$ cat config.mk
export PLATFORM = sky130hd
export DESIGN_NAME = imhdk_ctrl
export DESIGN_NICKNAME = d
export VERILOG_FILES = /design/src/rtl/imhdk_pkg.sv /design/src/rtl/imhdk_ctrl.sv
export SDC_FILE = /design/constraint.sdc
export NUM_CORES = 1
export LEC_CHECK = 0
export BUFFER_PORTS_ARGS = -buffer_cell sky130_fd_sc_hd__buf_4
export CORE_MARGIN = 2
export CORE_UTILIZATION = 55
export CTS_CLUSTER_DIAMETER = 50
export DETAILED_ROUTE_END_ITERATION = 10
export GPL_ROUTABILITY_DRIVEN = 0
export PLACE_DENSITY = 0.82
export SLEW_MARGIN = 30
export SYNTH_ARGS = -nofsm -noshare
export SYNTH_HDL_FRONTEND = slang
export SYNTH_SLANG_ARGS = --single-unit
$ cat constraint.sdc
create_clock -name clk_i -period 9.85 [get_ports clk_i]
set_input_delay 0.985 -clock clk_i [delete_from_list [all_inputs] [get_ports clk_i]]
set_output_delay 0.985 -clock clk_i [all_outputs]
set_load 0.01 [all_outputs]
$ cat src/rtl/imhdk_pkg.sv
`timescale 1ns / 1ps

package imhdk_pkg;

  // sizes fixed by the stream fields
  localparam int unsigned ID_W       = 10;
  localparam int unsigned KEY_IO_W   = 32;
  localparam int unsigned CFG_W      = 11;
  localparam int unsigned IN_DATA_W  = 48;
  localparam int unsigned OUT_DATA_W = 48;

  // defaults for the top level parameters
  localparam int unsigned HEAP_DEPTH_DEF = 1024;
  localparam int unsigned KEY_BITS_DEF   = 32;

  // heap_size after reset
  localparam logic [CFG_W-1:0] HEAP_SIZE_RST = 11'd1024;

  // request kinds carried in tuser
  localparam logic REQ_UPDATE = 1'b0;
  localparam logic REQ_INIT   = 1'b1;

  typedef struct packed {
    logic                init;
    logic [ID_W-1:0]     point_id;
    logic [KEY_IO_W-1:0] new_key;
  } heap_req_t;

  typedef struct packed {
    logic                bad;
    logic [ID_W-1:0]     top_id;
    logic [KEY_IO_W-1:0] top_key;
  } heap_res_t;

endpackage

$ cat src/rtl/imhdk_ctrl.sv
`timescale 1ns / 1ps

module imhdk_ctrl #(
  parameter int unsigned HEAP_DEPTH = 1024,
  parameter int unsigned KEY_BITS   = 32
) (
  input  logic                          clk_i,
  input  logic                          rst_ni,
  input  logic [imhdk_pkg::CFG_W-1:0]   heap_size_i,
  input  logic                          req_valid_i,
  output logic                          req_ready_o,
  input  imhdk_pkg::heap_req_t          req_i,
  output logic                          res_valid_o,
  input  logic                          res_ready_i,
  output imhdk_pkg::heap_res_t          res_o,
  // slot key memory
  output logic                          key_we_o,
  output logic [$clog2(HEAP_DEPTH)-1:0] key_waddr_o,
  output logic [KEY_BITS-1:0]           key_wdata_o,
  input  logic [KEY_BITS-1:0]           key_rdata_i,
  // slot point memory
  output logic                          sp_we_o,
  output logic [$clog2(HEAP_DEPTH)-1:0] sp_waddr_o,
  output logic [$clog2(HEAP_DEPTH)-1:0] sp_wdata_o,
  input  logic [$clog2(HEAP_DEPTH)-1:0] sp_rdata_i,
  // shared read address of key and slot point memories
  output logic [$clog2(HEAP_DEPTH)-1:0] slot_raddr_o,
  // point slot memory
  output logic                          ps_we_o,
  output logic [$clog2(HEAP_DEPTH)-1:0] ps_waddr_o,
  output logic [$clog2(HEAP_DEPTH)-1:0] ps_wdata_o,
  output logic [$clog2(HEAP_DEPTH)-1:0] ps_raddr_o,
  input  logic [$clog2(HEAP_DEPTH)-1:0] ps_rdata_i
);

  import imhdk_pkg::*;

  localparam int unsigned SW = $clog2(HEAP_DEPTH);
  localparam int unsigned CW = $clog2(HEAP_DEPTH + 1);
  localparam int unsigned XW = SW + 2;
  localparam logic [KEY_BITS-1:0] KEY_INF = {KEY_BITS{1'b1}};

  typedef enum logic [8:0] {
    S_CLEAR = 9'b000000001,
    S_IDLE  = 9'b000000010,
    S_FILL  = 9'b000000100,
    S_LOOK  = 9'b000001000,
    S_POS   = 9'b000010000,
    S_RDR   = 9'b000100000,
    S_CMP   = 9'b001000000,
    S_FINAL = 9'b010000000,
    S_DONE  = 9'b100000000
  } state_e;

  state_e            state_q, state_d;
  logic [CW-1:0]     n_q, n_d;
  logic [SW-1:0]     cnt_q, cnt_d;
  logic [SW-1:0]     p_q, p_d;
  logic [SW-1:0]     pt_q, pt_d;
  logic [KEY_BITS-1:0] key_q, key_d;
  logic [KEY_BITS-1:0] lkey_q, lkey_d;
  logic [SW-1:0]     lpt_q, lpt_d;
  logic              moved_q, moved_d;
  logic              bad_q, bad_d;
  logic [KEY_BITS-1:0] top_key_q;
  logic [SW-1:0]     top_pt_q;

  logic [CW-1:0]     live_n;
  logic [XW-1:0]     n_x, left_x, right_x, nleft_x;
  logic              right_ok, pick_right;
  logic [KEY_BITS-1:0] ckey;
  logic [SW-1:0]     cpt, caddr;
  logic              fill_last;

  // heap_size saturated into one .. depth
  always_comb begin
    if (heap_size_i == '0) begin
      live_n = CW'(1);
    end else if (32'(heap_size_i) > 32'(HEAP_DEPTH)) begin
      live_n = CW'(HEAP_DEPTH);
    end else begin
      live_n = CW'(heap_size_i);
    end
  end

  assign n_x       = XW'(n_q);
  assign left_x    = (XW'(p_q) << 1) + XW'(1);
  assign right_x   = left_x + XW'(1);
  assign right_ok  = right_x < n_x;
  assign pick_right = right_ok && !(lkey_q > key_rdata_i);
  assign ckey      = pick_right ? key_rdata_i : lkey_q;
  assign cpt       = pick_right ? sp_rdata_i : lpt_q;
  assign caddr     = pick_right ? SW'(right_x) : SW'(left_x);
  assign nleft_x   = (XW'(caddr) << 1) + XW'(1);
  assign fill_last = (CW'(cnt_q) + CW'(1)) == n_q;

  always_comb begin
    state_d = state_q;
    n_d     = n_q;
    cnt_d   = cnt_q;
    p_d     = p_q;
    pt_d    = pt_q;
    key_d   = key_q;
    lkey_d  = lkey_q;
    lpt_d   = lpt_q;
    moved_d = moved_q;
    bad_d   = bad_q;

    key_we_o     = 1'b0;
    key_waddr_o  = p_q;
    key_wdata_o  = key_q;
    sp_we_o      = 1'b0;
    sp_waddr_o   = p_q;
    sp_wdata_o   = pt_q;
    ps_we_o      = 1'b0;
    ps_waddr_o   = pt_q;
    ps_wdata_o   = p_q;
    slot_raddr_o = SW'(left_x);
    ps_raddr_o   = SW'(req_i.point_id);

    req_ready_o = 1'b0;
    res_valid_o = 1'b0;

    unique case (state_q) inside
      S_CLEAR, S_FILL: begin
        key_we_o    = 1'b1;
        key_waddr_o = cnt_q;
        key_wdata_o = KEY_INF;
        sp_we_o     = 1'b1;
        sp_waddr_o  = cnt_q;
        sp_wdata_o  = cnt_q;
        ps_we_o     = 1'b1;
        ps_waddr_o  = cnt_q;
        ps_wdata_o  = cnt_q;
        cnt_d       = cnt_q + SW'(1);
        if (fill_last) begin
          state_d = (state_q == S_CLEAR) ? S_IDLE : S_DONE;
        end
      end
      S_IDLE: begin
        req_ready_o = 1'b1;
        if (req_valid_i) begin
          n_d     = live_n;
          key_d   = KEY_BITS'(req_i.new_key);
          bad_d   = 1'b0;
          moved_d = 1'b0;
          cnt_d   = '0;
          if (req_i.init == REQ_INIT) begin
            state_d = S_FILL;
          end else if (32'(req_i.point_id) >= 32'(live_n)) begin
            bad_d   = 1'b1;
            state_d = S_DONE;
          end else begin
            state_d = S_LOOK;
          end
        end
      end
      S_LOOK: begin
        // slot of the point is back, fetch the point held there
        p_d          = ps_rdata_i;
        slot_raddr_o = ps_rdata_i;
        state_d      = S_POS;
      end
      S_POS: begin
        pt_d = sp_rdata_i;
        if (left_x >= n_x) begin
          state_d = S_FINAL;
        end else begin
          state_d = S_RDR;
        end
      end
      S_RDR: begin
        lkey_d       = key_rdata_i;
        lpt_d        = sp_rdata_i;
        slot_raddr_o = SW'(right_x);
        state_d      = S_CMP;
      end
      S_CMP: begin
        slot_raddr_o = SW'(nleft_x);
        if (key_q < ckey) begin
          // child moves up into the current slot
          key_we_o   = 1'b1;
          key_wdata_o = ckey;
          sp_we_o    = 1'b1;
          sp_wdata_o = cpt;
          ps_we_o    = 1'b1;
          ps_waddr_o = cpt;
          ps_wdata_o = p_q;
          p_d        = caddr;
          moved_d    = 1'b1;
          state_d    = (nleft_x >= n_x) ? S_FINAL : S_RDR;
        end else begin
          state_d = S_FINAL;
        end
      end
      S_FINAL: begin
        key_we_o = 1'b1;
        sp_we_o  = moved_q;
        ps_we_o  = moved_q;
        state_d  = S_DONE;
      end
      S_DONE: begin
        res_valid_o = 1'b1;
        if (res_ready_i) begin
          state_d = S_IDLE;
        end
      end
      default: begin
        state_d = S_IDLE;
      end
    endcase
  end

  assign res_o.bad     = bad_q;
  assign res_o.top_id  = ID_W'(top_pt_q);
  assign res_o.top_key = KEY_IO_W'(top_key_q);

  always_ff @(posedge clk_i or negedge rst_ni) begin
    if (!rst_ni) begin
      state_q   <= S_CLEAR;
      n_q       <= CW'(HEAP_DEPTH);
      cnt_q     <= '0;
      moved_q   <= 1'b0;
      bad_q     <= 1'b0;
      top_key_q <= KEY_INF;
      top_pt_q  <= '0;
    end else begin
      state_q <= state_d;
      n_q     <= n_d;
      cnt_q   <= cnt_d;
      moved_q <= moved_d;
      bad_q   <= bad_d;
      // copy of slot zero, kept in step with its writes
      if (key_we_o && key_waddr_o == '0) begin
        top_key_q <= key_wdata_o;
      end
      if (sp_we_o && sp_waddr_o == '0) begin
        top_pt_q <= sp_wdata_o;
      end
    end
  end

  always_ff @(posedge clk_i) begin
    p_q    <= p_d;
    pt_q   <= pt_d;
    key_q  <= key_d;
    lkey_q <= lkey_d;
    lpt_q  <= lpt_d;
  end

endmodule

-- After elaboration in Yosys (flattened, before gate mapping)
Cells that the tools add are included.
W data, S select, Z words.
- logic and storage cells: 89
- register bits: 168
- bits of input ports: 110
- output and inout bits: 150
- $add $sub $neg: 5
- reduce and logical (&&, ||, !) cells: 16
- magnitude comparators: 7
- muxes and demuxes: 35
- eq/ne operators: 14
- operators with widths (operator ; count):
    $pmux W9 S8 ; 1
    $mux W32 ; 2
    $pmux W32 S2 ; 1
    $mux W10 ; 6
    $pmux W10 S2 ; 3
    $mux W9 ; 6
    $gt A32 B32 Y1 ; 1
    $lt A32 B32 Y1 ; 1
    $pmux W10 S3 ; 1
    $add A11 B1 Y12 const B ; 2
    $ge A12 B11 Y1 ; 2
    $mux W8 ; 3
    $mux W11 ; 2
    $add A12 B1 Y12 const B ; 1
    $lt A12 B11 Y1 ; 1
    $add A10 B1 Y11 const B ; 1
    $eq A11 B11 Y1 ; 1
    $ge A10 B11 Y1 ; 1
    $gt A11 B11 Y1 const B ; 1
    $logic_not A11 Y1 ; 1
    $add A10 B1 Y10 const B ; 1
    $logic_not A10 Y1 ; 1
    $eq A9 B1 Y1 const B ; 1
    $eq A9 B2 Y1 const B ; 1
    other kinds (19) ; 35

-- Longest topological paths before layout
Gate-level depths: netlist of the first run.
- depth after elaboration: 10
- depth in mapped cells: 28

-- Worst setup path after synthesis of the first run
No wires, ideal clock.
- path kind: reg-to-output
- from: reg p_q[1]
- to: out sp_wdata_o[8]
- stages on the path, launching flop included: 27
- data required time: 8.865 ns
- path buffers: 5
- arrival time: 6.373 ns
- setup slack: 2.492 ns
- cell sequence: edfxtp_1 > ha_1 > nand3_1 > or2_2 > nor2_1 > xor2_1 > ha_1 > a21o_1 > a21oi_1 > or4b_1 > or3_1 > buf_2 > inv_1 > buf_2 > buf_2 > mux2i_1 > ha_1 > nand2_1 > or4_1 > nor3_1 > nand2_1 > or4bb_1 > o21ai_1 > clkbuf_1 > o2bb2ai_1 > nand2b_1 > buf_4
- longest elaborated chain between the ends: 8
- RTL lines (what ; line ; text):
    start: declaration ; imhdk_ctrl.sv:58 ; logic [SW-1:0] p_q, p_d;
    start signal: assignment ; imhdk_ctrl.sv:244 ; p_q <= p_d;
    $add A11 B1 Y12 (*) ; imhdk_ctrl.sv:87 ; assign left_x = (XW'(p_q) << 1) + XW'(1);
    $add A12 B1 Y12 (*) ; imhdk_ctrl.sv:88 ; assign right_x = left_x + XW'(1);
    $lt A12 B11 Y1 (*) ; imhdk_ctrl.sv:89 ; assign right_ok = right_x < n_x;
    $logic_and A1 B1 Y1 (*) ; imhdk_ctrl.sv:90 ; assign pick_right = right_ok && !(lkey_q > key_rdata_i);
    $mux W32 ; imhdk_ctrl.sv:91 ; assign ckey = pick_right ? key_rdata_i : lkey_q;
    $lt A32 B32 Y1 ; imhdk_ctrl.sv:180 ; if (key_q < ckey) begin
    $mux W10 (*) ; - ;
    $pmux W10 S2 (*) ; - ;
    end: declaration ; imhdk_ctrl.sv:24 ; output logic [$clog2(HEAP_DEPTH)-1:0] sp_wdata_o,
Every way passes the cells marked *; elsewhere a longest branch is shown, timed or not.

-- Worst setup path in the final report of the first run
- from: reg p_q[1]
- to: out key_wdata_o[15]
- longest elaborated chain between the ends: 8
- RTL lines (what ; line ; text):
    $add A11 B1 Y12 (*) ; imhdk_ctrl.sv:87 ;
    $add A12 B1 Y12 (*) ; imhdk_ctrl.sv:88 ;
    $lt A12 B11 Y1 (*) ; imhdk_ctrl.sv:89 ;
    $logic_and A1 B1 Y1 (*) ; imhdk_ctrl.sv:90 ;
    $mux W32 (*) ; imhdk_ctrl.sv:91 ;
    $lt A32 B32 Y1 ; imhdk_ctrl.sv:180 ;
    $mux W32 (*) ; imhdk_ctrl.sv:180 ;
    $pmux W32 S2 (*) ; imhdk_ctrl.sv:124 ; unique case (state_q) inside
    end: declaration ; imhdk_ctrl.sv:19 ; output logic [KEY_BITS-1:0] key_wdata_o,
Marked as above.

==> results of run 1 <==
==> synth_stat cells, drive strengths merged, types with 9 or more instances <==
library cell	number	area, µm²
xnor2	18	158
o21ai	44	220
a21o	13	97.6
mux2	44	495
o21a	9	67.6
a31oi	11	68.8
nor2	45	169
ha	105	1310
clkbuf	23	86.3
a21oi	40	226
inv	90	338
nand3	17	85.1
dfstp	34	893
mux2i	43	430
nor3	14	75.1
or3	9	56.3
xor2	15	131
edfxtp	94	2820
buf	55	397
a22oi	42	315
nand4	9	56.3
o2bb2ai	10	87.6
nand2	124	468
dfrtp	40	1000
nand2b	14	87.6
==> flip-flops by register name (all words and copies together), names as in the netlist, 11 cells and up <==
| name | count |
|---|---|
| top_key_q | 32 |
| n_q | 11 |
| key_q | 32 |
| lkey_q | 32 |
==> worst max path at each step <==
| stage | from | end | slack [ns] | cells past startpoint |
|---|---|---|---|---|
| floorplan | p_q[1] | sp_wdata_o[8] | 2.49 | 26 |
| global placement | key_rdata_i[15] | key_wdata_o[0] | 1.30 | 20 |
| detailed placement | p_q[1] | key_wdata_o[15] | 1.60 | 25 |
| CTS | p_q[1] | key_wdata_o[15] | 1.10 | 25 |
| global route | p_q[1] | ps_waddr_o[4] | 0.55 | 24 |
| finish | p_q[1] | key_wdata_o[15] | 1.03 | 25 |
==> metal layers <==
metal  vias up  GRT usage  wire length [µm]
met2       414      0.475             14100
met4         0      0.129               974
met1      4154      0.348             11900
met3        69     0.0788              2450
li1       4140          -                 -
met5         -          0                 0
==> layout by cell type, fill, tap and decap left out, types with 24 or more instances in the layout <==
cell type  Yosys  routed
a21oi_1       37      37
a22oi_1       42      42
buf_4         42     266
dfrtp_1       40      40
dfstp_2       34      34
edfxtp_1      94      94
ha_1         105     105
inv_1         90      90
mux2_2        24      24
mux2i_1       43      43
nand2_1      123     123
nor2_1        45      45
o21ai_0       42      42
==> worst register-to-register path, stage by stage (launching register included) <==
cell      delay, ns
edfxtp_1       0.47
ha_1           0.25
nand3_1        0.14
or2_2          0.38
nor2_1         0.18
xor2_1         0.22
ha_1           0.28
a21o_1         0.16
a21oi_1        0.13
or4b_1         0.51
or3_2          0.43
buf_4          0.30
inv_1          0.48
buf_4          0.41
mux2i_1        0.15
ha_1           0.20
a21oi_1        0.20
o221a_2        0.23
o21ai_0        0.10
a211oi_1       0.34
nand3_1        0.20
nor3_1         0.32
a21o_1         0.62
buf_4          0.37
a22oi_1        0.17
mux2_2         0.31
==> power groups by stage <==
| stage | registers (mW) | clock network [mW] | logic, mW |
|---|---|---|---|
| 2_1_floorplan | 0.901 | 0 | 0.711 |
| 3_3_place_gp | 0.925 | 0 | 1.04 |
| 3_5_place_dp | 0.929 | 0 | 1.08 |
| 4_1_cts | 0.917 | 0.741 | 1.09 |
| 5_1_grt | 0.927 | 0.770 | 1.20 |
| 6_report | 0.919 | 0.737 | 1.09 |
==> through the flow <==
step	setup slack, ns	std cells
global route	0.547	1530
detailed placement	1.60	1498
global placement	1.30	1495
finish	1.03	1530
floorplan	2.49	1042
CTS	1.10	1530
==> cell families after synthesis <==
family                     Yosys count  synth area share
and+or+nand+nor                    281             0.127
AOI/OAI and AO/OA                  200             0.125
buffers and inverters              168            0.0761
DFF                                168             0.437
adders and majority gates          105             0.122
muxes                               87            0.0858
xor gates and xnor gates            33            0.0268
==> cell type report <==
| type | count | area (µm²) |
|---|---|---|
| repair buffers | 269 | 2060 |
| flip-flops and latches | 168 | 4720 |
| clock inverters | 11 | 198 |
| inverters | 90 | 338 |
| fillers | 1482 | 5970 |
| clock buffers | 21 | 440 |
| multi-input cells | 706 | 5280 |
| well taps | 265 | 332 |
==> parameters.txt, run 1 <==
Parameter                              Value

Global route
  Wire length of the first global-routing pass ... 45600 µm
  Total global routing track utilization ... 0.286
  Initial antenna violation count ... 0
  Vias in the first global route ... 8886
  Pin count of the biggest net entering global routing ... 45
  GR Overflow Total ... 0

Flow run
  Number of maximum-capacitance constraint violations ... 0

CTS
  TritonCTS Sinks ... 168
  Buffer levels on the longest clock path ... 2
  Post-CTS Hold Buffers ... 0
  Buffers inserted by post-CTS timing repair ... 0
  TritonCTS clock tree ... built
  Number of levels the H-tree was split into ... 4
  Clock latency at the later pin of the worst-skew pair ... 0.44 ns
  Cell at the root of the clock tree ... clkbuf_16
  Post-cts resize count ... 0
  Register clock-pin slew on the reported worst setup and hold paths ... 0.06 ns
  Total CTS buffers ... 17

Synth
  Synthesized instance count ... 1042
  Register bit total from synthesis ... 168
  Synthesis Warnings ... 0
  Top FF cell, synth ... edfxtp_1
  Fraction of the yosys area taken by sequential cells ... 0.437
  Summed instance area of the synthesized netlist ... 0.0108 mm²
  Share of synthesized flip-flops with an asynchronous set or reset ... 0.440
  Number of nets produced by synthesis ... 1257
  Number of synthesized flops with an enable pin ... 94
  Unique masters post-synth ... 66
  Synthesized area divided by synthesized cell count ... 10.4 µm²

Critical path
  Worst path buffer plus inverter count ... 5
  CP dominant cell by count ... buf_4
  Family with the most delay on the worst path ... simple AND/OR/NAND/NOR gates
  CP endpoint kind ... primary output
  R2r worst-path depth ... 25
  Crit path kind ... register to primary output
  Longest individual stage delay on the worst path ... 0.62 ns
  Cell with the largest stage delay on the worst path ... a21o_1
  RR Endpoint ... top_key_q[15]
  Reg2Reg Launch Point ... p_q[1]
  Setup slack on the worst flop-to-flop path ... 2.25 ns
  Required time of the worst setup path ... 8.87 ns
  Worst Path Max Fanout ... 28
  Critical Path Source Type ... register
  Crit path arrival time ... 7.84 ns

Power
  Maximum resistive drop on vdd ... 0.160 mV
  Areal power density over the cells ... 206 mW/mm²
  Combinational share of power ... 0.398
  Clock network power share ... 0.268
  Sequential Power Share ... 0.334
  Leakage power ... 6.11 nW
  Switching part of the total power ... 0.356
  Switching power ... 980 µW
  Pint ... 1.77 mW
  Final total power ... 2.75 mW

Layout
  Layout Area Growth over Synthesis ... 23.9%
  Diodes inserted ... 0
  Post-route cell area ... 0.0134 mm²
  Final core utilization ... 0.691
  Net count reported at finish ... 1467
  Proportion of layout cells with a drive suffix above 1 ... 0.296

Hold path
  Start point of the worst min-delay path ... moved_q
  Capture endpoint of the worst hold path ... moved_q
  Number of cells on the worst hold path ... 1
  HP Class ... register to register

Routing
  Iteration-0 DRC count of the detailed router ... 662
  First-pass iteration count of the detailed router ... 5
  Number of vias per cell after detailed routing ... 5.74
  Detailed-route DRC error count ... 0
  Detail-routed net length per standard cell ... 19.3 µm
  Via count ... 8777
  Drt total wl ... 29500 µm
  Remaining antenna violation count after routing ... 0

Timing
  Worst-case headroom to the max-slew limit ... 0.386
  Sum Neg Setup Slack ... 0 ns
  Share of the cycle needed by the critical path after routing ... 0.896
  Final Setup Violations ... 0
  Final min period ... 8.82 ns
  RSZ-0062 raised after global routing ... no
  Pin slew with the least headroom to its limit ... 0.921 ns
  Number of endpoints with negative hold slack in the final report ... 0
  Highest achievable clock rate ... 113 MHz
  Final-report max-slew violation count ... 0
  Skew final ... 0.00559 ns
  Final hold slack ... 0.496 ns

Floorplan
  Number of placement rows ... 51
  Initial cell density of the core ... 0.558
  Die area ... 0.0208 mm²
  Area of the placeable core ... 0.0193 mm²
  Chip Height ... 144 µm
  I/O pin cnt ... 260
  Width of the chip ... 144 µm

Run status
  Run status ... finished clean

Place
  Placed standard-cell area ... 0.0127 mm²
  Port bufs ... 259
  Hpwl dp ... 22500 µm
(Power assumes the default switching activity.)
==> run 2, diff against run 1 <==
--- a/config.mk
+++ b/config.mk
@@ -6,12 +6,14 @@
 export NUM_CORES = 1
 export LEC_CHECK = 0
 export BUFFER_PORTS_ARGS = -buffer_cell sky130_fd_sc_hd__buf_4
+export CORE_ASPECT_RATIO = 1.5
 export CORE_MARGIN = 2
 export CORE_UTILIZATION = 55
 export CTS_CLUSTER_DIAMETER = 50
 export DETAILED_ROUTE_END_ITERATION = 10
 export GPL_ROUTABILITY_DRIVEN = 0
 export PLACE_DENSITY = 0.82
+export RECOVER_POWER = 100
 export SLEW_MARGIN = 30
 export SYNTH_ARGS = -nofsm -noshare
 export SYNTH_HDL_FRONTEND = slang
==> run 2 against run 1 <==
Against the previous run: the run now ends with max-capacitance violations, max-slew violations left; combinational power decreased by 9%; non-clock buffer count is 1 higher; sequential share of layout area rose by 2.2 points; final area decreased by 5.8%; largest power group unchanged; critical endpoint unchanged; critical path depth shrank 3; die area up 0.11%; core utilization decreased by 3.4 points; routed wire length up 2.4%; largest cell class unchanged; fmax is 0.34% lower.
==> parameters.txt, run 2 (synthesis results as in run 1) <==
Parameter                              Value

Power
  Leakage power ... 5.40 nW (-12%)
  Pint ... 1.61 mW (-9.2%)
  Switching power ... 1.01 mW (+3.6%)
  Areal power density over the cells ... 208 mW/mm² (+1.3%)
  Combinational share of power ... 0.380 (-0.018)
  Switching part of the total power ... 0.387 (+0.0306)
  Maximum resistive drop on vdd ... 0.118 mV (-26%)
  Clock network power share ... 0.267 (about the same)
  Sequential Power Share ... 0.353 (+0.019)

Timing
  Number of endpoints with negative hold slack in the final report ... 0 (unchanged)
  Highest achievable clock rate ... 113 MHz (-0.34%)
  Worst-case headroom to the max-slew limit ... -1.76 (-2.14)
  Sum Neg Setup Slack ... 0 ns (unchanged)
  Final hold slack ... 0.483 ns (-0.0126 ns)
  Share of the cycle needed by the critical path after routing ... 0.899 (+0.00307)
  Final Setup Violations ... 0 (unchanged)
  Final-report max-slew violation count ... 167 (+167)
  PnR worst setup slack ... 0.997 ns (-0.0303 ns)
  Pin slew with the least headroom to its limit ... 4.13 ns (+3.21 ns)
  Skew final ... 0.0106 ns (+0.00502 ns)
  RSZ-0062 raised after global routing ... no
  Final min period ... 8.85 ns (+0.0303 ns)

Routing
  First-pass iteration count of the detailed router ... 5 (unchanged)
  Number of vias per cell after detailed routing ... 5.80 (+1.1%)
  Detail-routed net length per standard cell ... 19.8 µm (+2.7%)
  Detailed-route DRC error count ... 0 (unchanged)
  Drt total wl ... 30200 µm (+2.4%)
  Via count ... 8848 (+0.81%)
  Remaining antenna violation count after routing ... 0 (unchanged)
  Iteration-0 DRC count of the detailed router ... 513 (-23%)

Flow run
  Number of maximum-capacitance constraint violations ... 4 (+4)

Place
  Port bufs ... 259 (unchanged)
  Hpwl dp ... 23200 µm (+3.3%)
  Cell total after placement ... 1490 (-0.53%)
  Pre-CTS setup slack ... 1.86 ns (+0.264 ns)

Run status
  Failing checks ... max-capacitance violations, max-slew violations
  Run status ... complete, but fails checks

Layout
  Fill cell total of the finished layout ... 1592 (+7.4%)
  Net count reported at finish ... 1468 (+0.068%)
  Final cell count without fillers ... 1525 (-0.33%)
  Most common library cell in the layout ignoring fill and taps ... clkbuf_1
  Proportion of layout cells with a drive suffix above 1 ... 0.137 (-0.159)
  Layout Area Growth over Synthesis ... 16.7%
  Most frequent cells in the layout ... 183 x clkbuf_1, 123 x nand2_1, 105 x ha_1
  Final core utilization ... 0.657 (-0.0343)
  Leading registers by flop count ... key_q x32, lkey_q x32, top_key_q x32

Floorplan
  Width of the chip ... 118 µm (-18%)
  Chip Height ... 176 µm (+22%)
  Area of the placeable core ... 0.0192 mm² (-0.90%)
  Number of placement rows ... 62 (+22%)
  I/O pin cnt ... 260 (unchanged)
  Initial cell density of the core ... 0.563 (+0.00506)
  Die area ... 0.0208 mm² (+0.11%)

Critical path
  Worst Path Max Fanout ... 33 (+18%)
  Reg2Reg Launch Point ... p_q[1]
  CP endpoint kind ... primary output
  Required time of the worst setup path ... 8.87 ns (about the same)
  Worst Setup SP ... p_q[1]
  Critical Path Source Type ... register
  Crit path kind ... register to primary output
  Crit path arrival time ... 7.87 ns (+0.03 ns)

CTS
  Register clock-pin slew on the reported worst setup and hold paths ... 0.07 ns (about the same)
  TritonCTS Sinks ... 168 (unchanged)
  Cell at the root of the clock tree ... clkbuf_16
  Total CTS buffers ... 17 (unchanged)
  Post-CTS Hold Buffers ... 0 (unchanged)
  Buffers inserted by post-CTS timing repair ... 0 (unchanged)
  Clock latency at the later pin of the worst-skew pair ... 0.44 ns (about the same)
  TritonCTS clock tree ... built
  Number of levels the H-tree was split into ... 4 (unchanged)
  Buffer levels on the longest clock path ... 2 (unchanged)
  Post-cts resize count ... 0 (unchanged)

Global route
  GR Overflow Total ... 0 (unchanged)
  Pin count of the biggest net entering global routing ... 75 (+67%)
  Vias in the first global route ... 9254 (+4.1%)
  Initial antenna violation count ... 2 (+2)
  Total global routing track utilization ... 0.290 (+0.00425)
  Wire length of the first global-routing pass ... 47100 µm (+3.3%)

Hold path
  Start point of the worst min-delay path ... bad_q
  HP Class ... register to register
## run 2: final cells by class
cell class	instances	area, µm²	area share
multi-input combinational	706	5220	0.415
sequential	168	4720	0.375
timing repair buffer	270	1380	0.109
clock buffer	17	425	0.0338
inverter	90	338	0.0268
tap	256	320	0.0254
clock inverter	15	185	0.0147
antenna	3	7.51	0.000596
## run 2: per-layer routing
metal | vias to the layer above | track usage | wire length, µm
li1 | 4137 | - | -
met1 | 4251 | 0.307 | 10800
met2 | 362 | 0.536 | 16200
met3 | 98 | 0.0432 | 1480
met4 | 0 | 0.179 | 1640
met5 | - | 0 | 0
## run 2: power by group through the flow
stage          Combinational, mW  Clock [mW]  Sequential [mW]
2_1_floorplan              0.711           0            0.901
3_3_place_gp                1.05           0            0.932
3_5_place_dp                1.08           0            0.934
4_1_cts                     1.09       0.705            0.922
5_1_grt                     1.10       0.730            0.931
6_report                   0.996       0.701            0.925
## run 2: path summary, 6_finish.rpt
path | cells past startpoint | slack, ns | to
setup / recovery | 22 | 1.0 | key_wdata_o[15]
hold / removal | 2 | 0.48 | bad_q
setup reg to reg | 23 | 1.30 | top_key_q[29]
hold reg to reg | 2 | 0.48 | bad_q
max in group asynchronous | 1 | 5.57 | n_q[0]
min in group asynchronous | 1 | 1.98 | top_pt_q[5]
## run 2: worst max-delay path, stage by stage, from the launching register on
cell	delay [ns]
edfxtp_1	0.44
ha_1	0.24
nand3_1	0.15
or2_2	0.38
nor2_1	0.19
xor2_1	0.21
ha_1	0.27
a21o_1	0.16
a21oi_1	0.12
or4b_1	0.51
or3_1	0.35
inv_1	0.65
clkbuf_1	0.75
mux2i_1	0.37
ha_1	0.30
a21o_1	0.16
a21o_1	0.16
a21oi_1	0.40
nor2_1	0.10
nor3_1	0.30
a21o_2	0.68
a22oi_1	0.31
clkbuf_1	0.21
## run 2: stage by stage
| step | area [µm²] | power, mW |
|---|---|---|
| after floorplan | 10800 | 1.61 |
| after global placement | 12600 | 1.98 |
| after detailed placement | 12700 | 2.02 |
| after CTS | 13300 | 2.72 |
| after global routing | 12600 | 2.77 |
| final | 12600 | 2.62 |
==> run 3, diff against run 2 <==
--- a/config.mk
+++ b/config.mk
@@ -8,11 +8,10 @@
 export BUFFER_PORTS_ARGS = -buffer_cell sky130_fd_sc_hd__buf_4
 export CORE_ASPECT_RATIO = 1.5
 export CORE_MARGIN = 2
-export CORE_UTILIZATION = 55
+export CORE_UTILIZATION = 40
 export CTS_CLUSTER_DIAMETER = 50
 export DETAILED_ROUTE_END_ITERATION = 10
 export GPL_ROUTABILITY_DRIVEN = 0
-export PLACE_DENSITY = 0.82
 export RECOVER_POWER = 100
 export SLEW_MARGIN = 30
 export SYNTH_ARGS = -nofsm -noshare
==> run 3 against run 2 <==
Against the previous run: the run still ends with max-capacitance violations, max-slew violations left; combinational power decreased by 0.7%; die area increased by 36%; clock power decreased by 8.0%; register-to-register slack improved by 0.13 ns; worst hold slack improved by 0.0071 ns; worst setup slack improved by 0.079 ns; sequential share of layout area decreased by 0.096 points; clock skew about the same; critical path depth increased by 1; sequential cell count unchanged; largest cell class unchanged.
==> parameters.txt, run 3 (synthesis results as in run 1) <==
Parameter                              Value

Global route
  Wire length of the first global-routing pass ... 49200 µm (+4.4%)
  Vias in the first global route ... 8951 (-3.3%)
  Total global routing track utilization ... 0.226 (-0.0643)
  Initial antenna violation count ... 2 (unchanged)
  Pin count of the biggest net entering global routing ... 45 (-40%)
  GR Overflow Total ... 0 (unchanged)

Routing
  Drt total wl ... 31700 µm (+5.1%)
  Iteration-0 DRC count of the detailed router ... 361 (-30%)
  First-pass iteration count of the detailed router ... 5 (unchanged)
  Number of vias per cell after detailed routing ... 5.31 (-8.5%)
  Remaining antenna violation count after routing ... 0 (unchanged)
  Detailed-route DRC error count ... 0 (unchanged)
  Via count ... 8535 (-3.5%)
  Detail-routed net length per standard cell ... 19.7 µm (-0.30%)

Timing
  Skew final ... 0.0108 ns (+0.000168 ns)
  Number of endpoints with negative hold slack in the final report ... 0 (unchanged)
  Share of the cycle needed by the critical path after routing ... 0.891 (-0.00797)
  Highest achievable clock rate ... 114 MHz (+0.90%)
  Worst-case headroom to the max-slew limit ... -0.817 (+0.939)
  Final min period ... 8.77 ns (-0.0785 ns)
  Final Setup Violations ... 0 (unchanged)
  PnR worst setup slack ... 1.08 ns (+0.0785 ns)
  Pin slew with the least headroom to its limit ... 2.73 ns (-1.41 ns)
  Final-report max-slew violation count ... 189 (+13%)
  RSZ-0062 raised after global routing ... no
  Sum Neg Setup Slack ... 0 ns (unchanged)

CTS
  Clock latency at the later pin of the worst-skew pair ... 0.46 ns (+0.02 ns)
  Buffer levels on the longest clock path ... 2 (unchanged)
  Total CTS buffers ... 17 (unchanged)
  TritonCTS clock tree ... built
  Number of levels the H-tree was split into ... 4 (unchanged)
  Register clock-pin slew on the reported worst setup and hold paths ... 0.07 ns (about the same)
  Post-cts resize count ... 0 (unchanged)
  TritonCTS Sinks ... 168 (unchanged)
  Post-CTS Hold Buffers ... 0 (unchanged)
  Buffers inserted by post-CTS timing repair ... 0 (unchanged)
  Cell at the root of the clock tree ... clkbuf_16

Critical path
  Worst Path Max Fanout ... 23 (-30%)
  Crit path kind ... register to primary output
  CP endpoint kind ... primary output
  Cell with the largest stage delay on the worst path ... clkbuf_1
  Longest individual stage delay on the worst path ... 0.74 ns (about the same)
  Family with the most delay on the worst path ... simple AND/OR/NAND/NOR gates
  Setup slack on the worst flop-to-flop path ... 1.43 ns (+0.13 ns)
  Reg2Reg Launch Point ... p_q[1]
  CP cell instances ... ha_1 -> nand3_1 -> or2_2 -> nor2_1 -> xor2_1 -> ha_1 -> a21o_1 -> a21oi_1 -> or4b_1 -> or3_1 -> inv_1 -> clkbuf_1 -> mux2i_1 -> ha_1 -> nand2_1 -> nor3_1 -> nand2_1 -> or4bb_1 -> o21ai_4 -> buf_4 -> o2bb2ai_1 -> nand2b_1 -> clkbuf_1
  Worst path buffer plus inverter count ... 4 (+1)
  Worst Setup SP ... p_q[1]
  Critical Path Source Type ... register
  Crit path arrival time ... 7.79 ns (-0.08 ns)
  Required time of the worst setup path ... 8.87 ns (about the same)
  CP dominant cell by count ... ha_1

Run status
  Run status ... complete, but fails checks
  Failing checks ... max-capacitance violations, max-slew violations

Floorplan
  Width of the chip ... 138 µm (+17%)
  I/O pin cnt ... 260 (unchanged)
  Initial cell density of the core ... 0.407 (-0.156)
  Area of the placeable core ... 0.0265 mm² (+38%)
  Chip Height ... 205 µm (+17%)
  Die area ... 0.0283 mm² (+36%)
  Number of placement rows ... 73 (+18%)

Layout
  Net count reported at finish ... 1470 (+0.14%)
  Final cell count without fillers ... 1607 (+5.4%)
  Leading registers by flop count ... key_q x32, lkey_q x32, top_key_q x32
  Layout Area Growth over Synthesis ... 17.0%
  Proportion of layout cells with a drive suffix above 1 ... 0.136 (-0.000216)
  Post-route cell area ... 0.0126 mm² (+0.26%)
  Most frequent cells in the layout ... 187 x clkbuf_1, 123 x nand2_1, 105 x ha_1
  Most common library cell in the layout ignoring fill and taps ... clkbuf_1
  Fill cell total of the finished layout ... 2672 (+68%)

Power
  Clock network power share ... 0.252 (-0.015)
  Switching power ... 992 µW (-2.3%)
  Combinational share of power ... 0.386 (+0.006)
  Areal power density over the cells ... 203 mW/mm² (-2.6%)
  Maximum resistive drop on vdd ... 0.143 mV (+21%)
  Leakage power ... 5.37 nW (-0.49%)
  Switching part of the total power ... 0.387 (about the same)
  Sequential Power Share ... 0.362 (+0.009)
  Pint ... 1.57 mW (-2.3%)

Hold path
  Start point of the worst min-delay path ... bad_q
  HP Class ... register to register

Place
  Hpwl dp ... 25100 µm (+8.0%)
  Placed standard-cell area ... 0.0128 mm² (+0.64%)
  Port bufs ... 259 (unchanged)
  Pre-CTS setup slack ... 1.68 ns (-0.179 ns)
  Cell total after placement ... 1573 (+5.6%)

Flow run
  Number of maximum-capacitance constraint violations ... 5 (+1)
## run 3: cell types whose count changed in the layout (fill, tap and decap cells not counted), sizes merged
cell / change
clkinv: +2
bufinv: -2
diode: -1
buf: -2
inv: -5
clkbuf: +9
## run 3: power groups by stage
stage	Combinational [mW]	Sequential (mW)	Clock (mW)
3_5_place_dp	1.09	0.939	0
2_1_floorplan	0.711	0.901	0
5_1_grt	1.11	0.939	0.679
3_3_place_gp	1.08	0.937	0
6_report	0.989	0.927	0.645
4_1_cts	1.10	0.927	0.659
## run 3: per-stage QoR
step,hold slack [ns],total power [mW],utilization
after floorplan,0.450,1.61,-
after global placement,0.474,2.02,0.483
after detailed placement,0.478,2.03,0.483
after CTS,0.489,2.69,0.504
after global routing,0.515,2.73,0.477
final,0.490,2.56,0.477
## run 3: worst paths after layout
path	depth (start not counted)	end
max in group asynchronous	2	top_pt_q[9]
min in group asynchronous	1	cnt_q[8]
hold reg to reg	2	bad_q
setup / recovery	23	ps_waddr_o[7]
setup reg to reg	24	top_key_q[21]
hold / removal	2	bad_q
## run 3: worst min-delay path, cell delays in order (launching register included)
cell     delay (ns)
dfrtp_1        0.35
nand2_1        0.05
o31ai_1        0.05
## run 3: final cells by class
class | instances | area (µm²) | area share
flip-flops and latches | 168 | 4720 | 0.374
clock buffers | 22 | 485 | 0.0385
repair buffers | 272 | 1350 | 0.107
well taps | 337 | 422 | 0.0334
inverters | 90 | 338 | 0.0268
multi-input cells | 706 | 5240 | 0.415
diodes | 2 | 5.00 | 0.000397
clock inverters | 10 | 67.6 | 0.00535
## run 3: routing by layer
metal | up-vias | track usage | share of wire
met4 | 0 | 0.100 | 0.032
met5 | - | 0 | 0
met2 | 229 | 0.434 | 0.56
met3 | 52 | 0.0402 | 0.037
met1 | 4118 | 0.240 | 0.37
li1 | 4136 | - | -
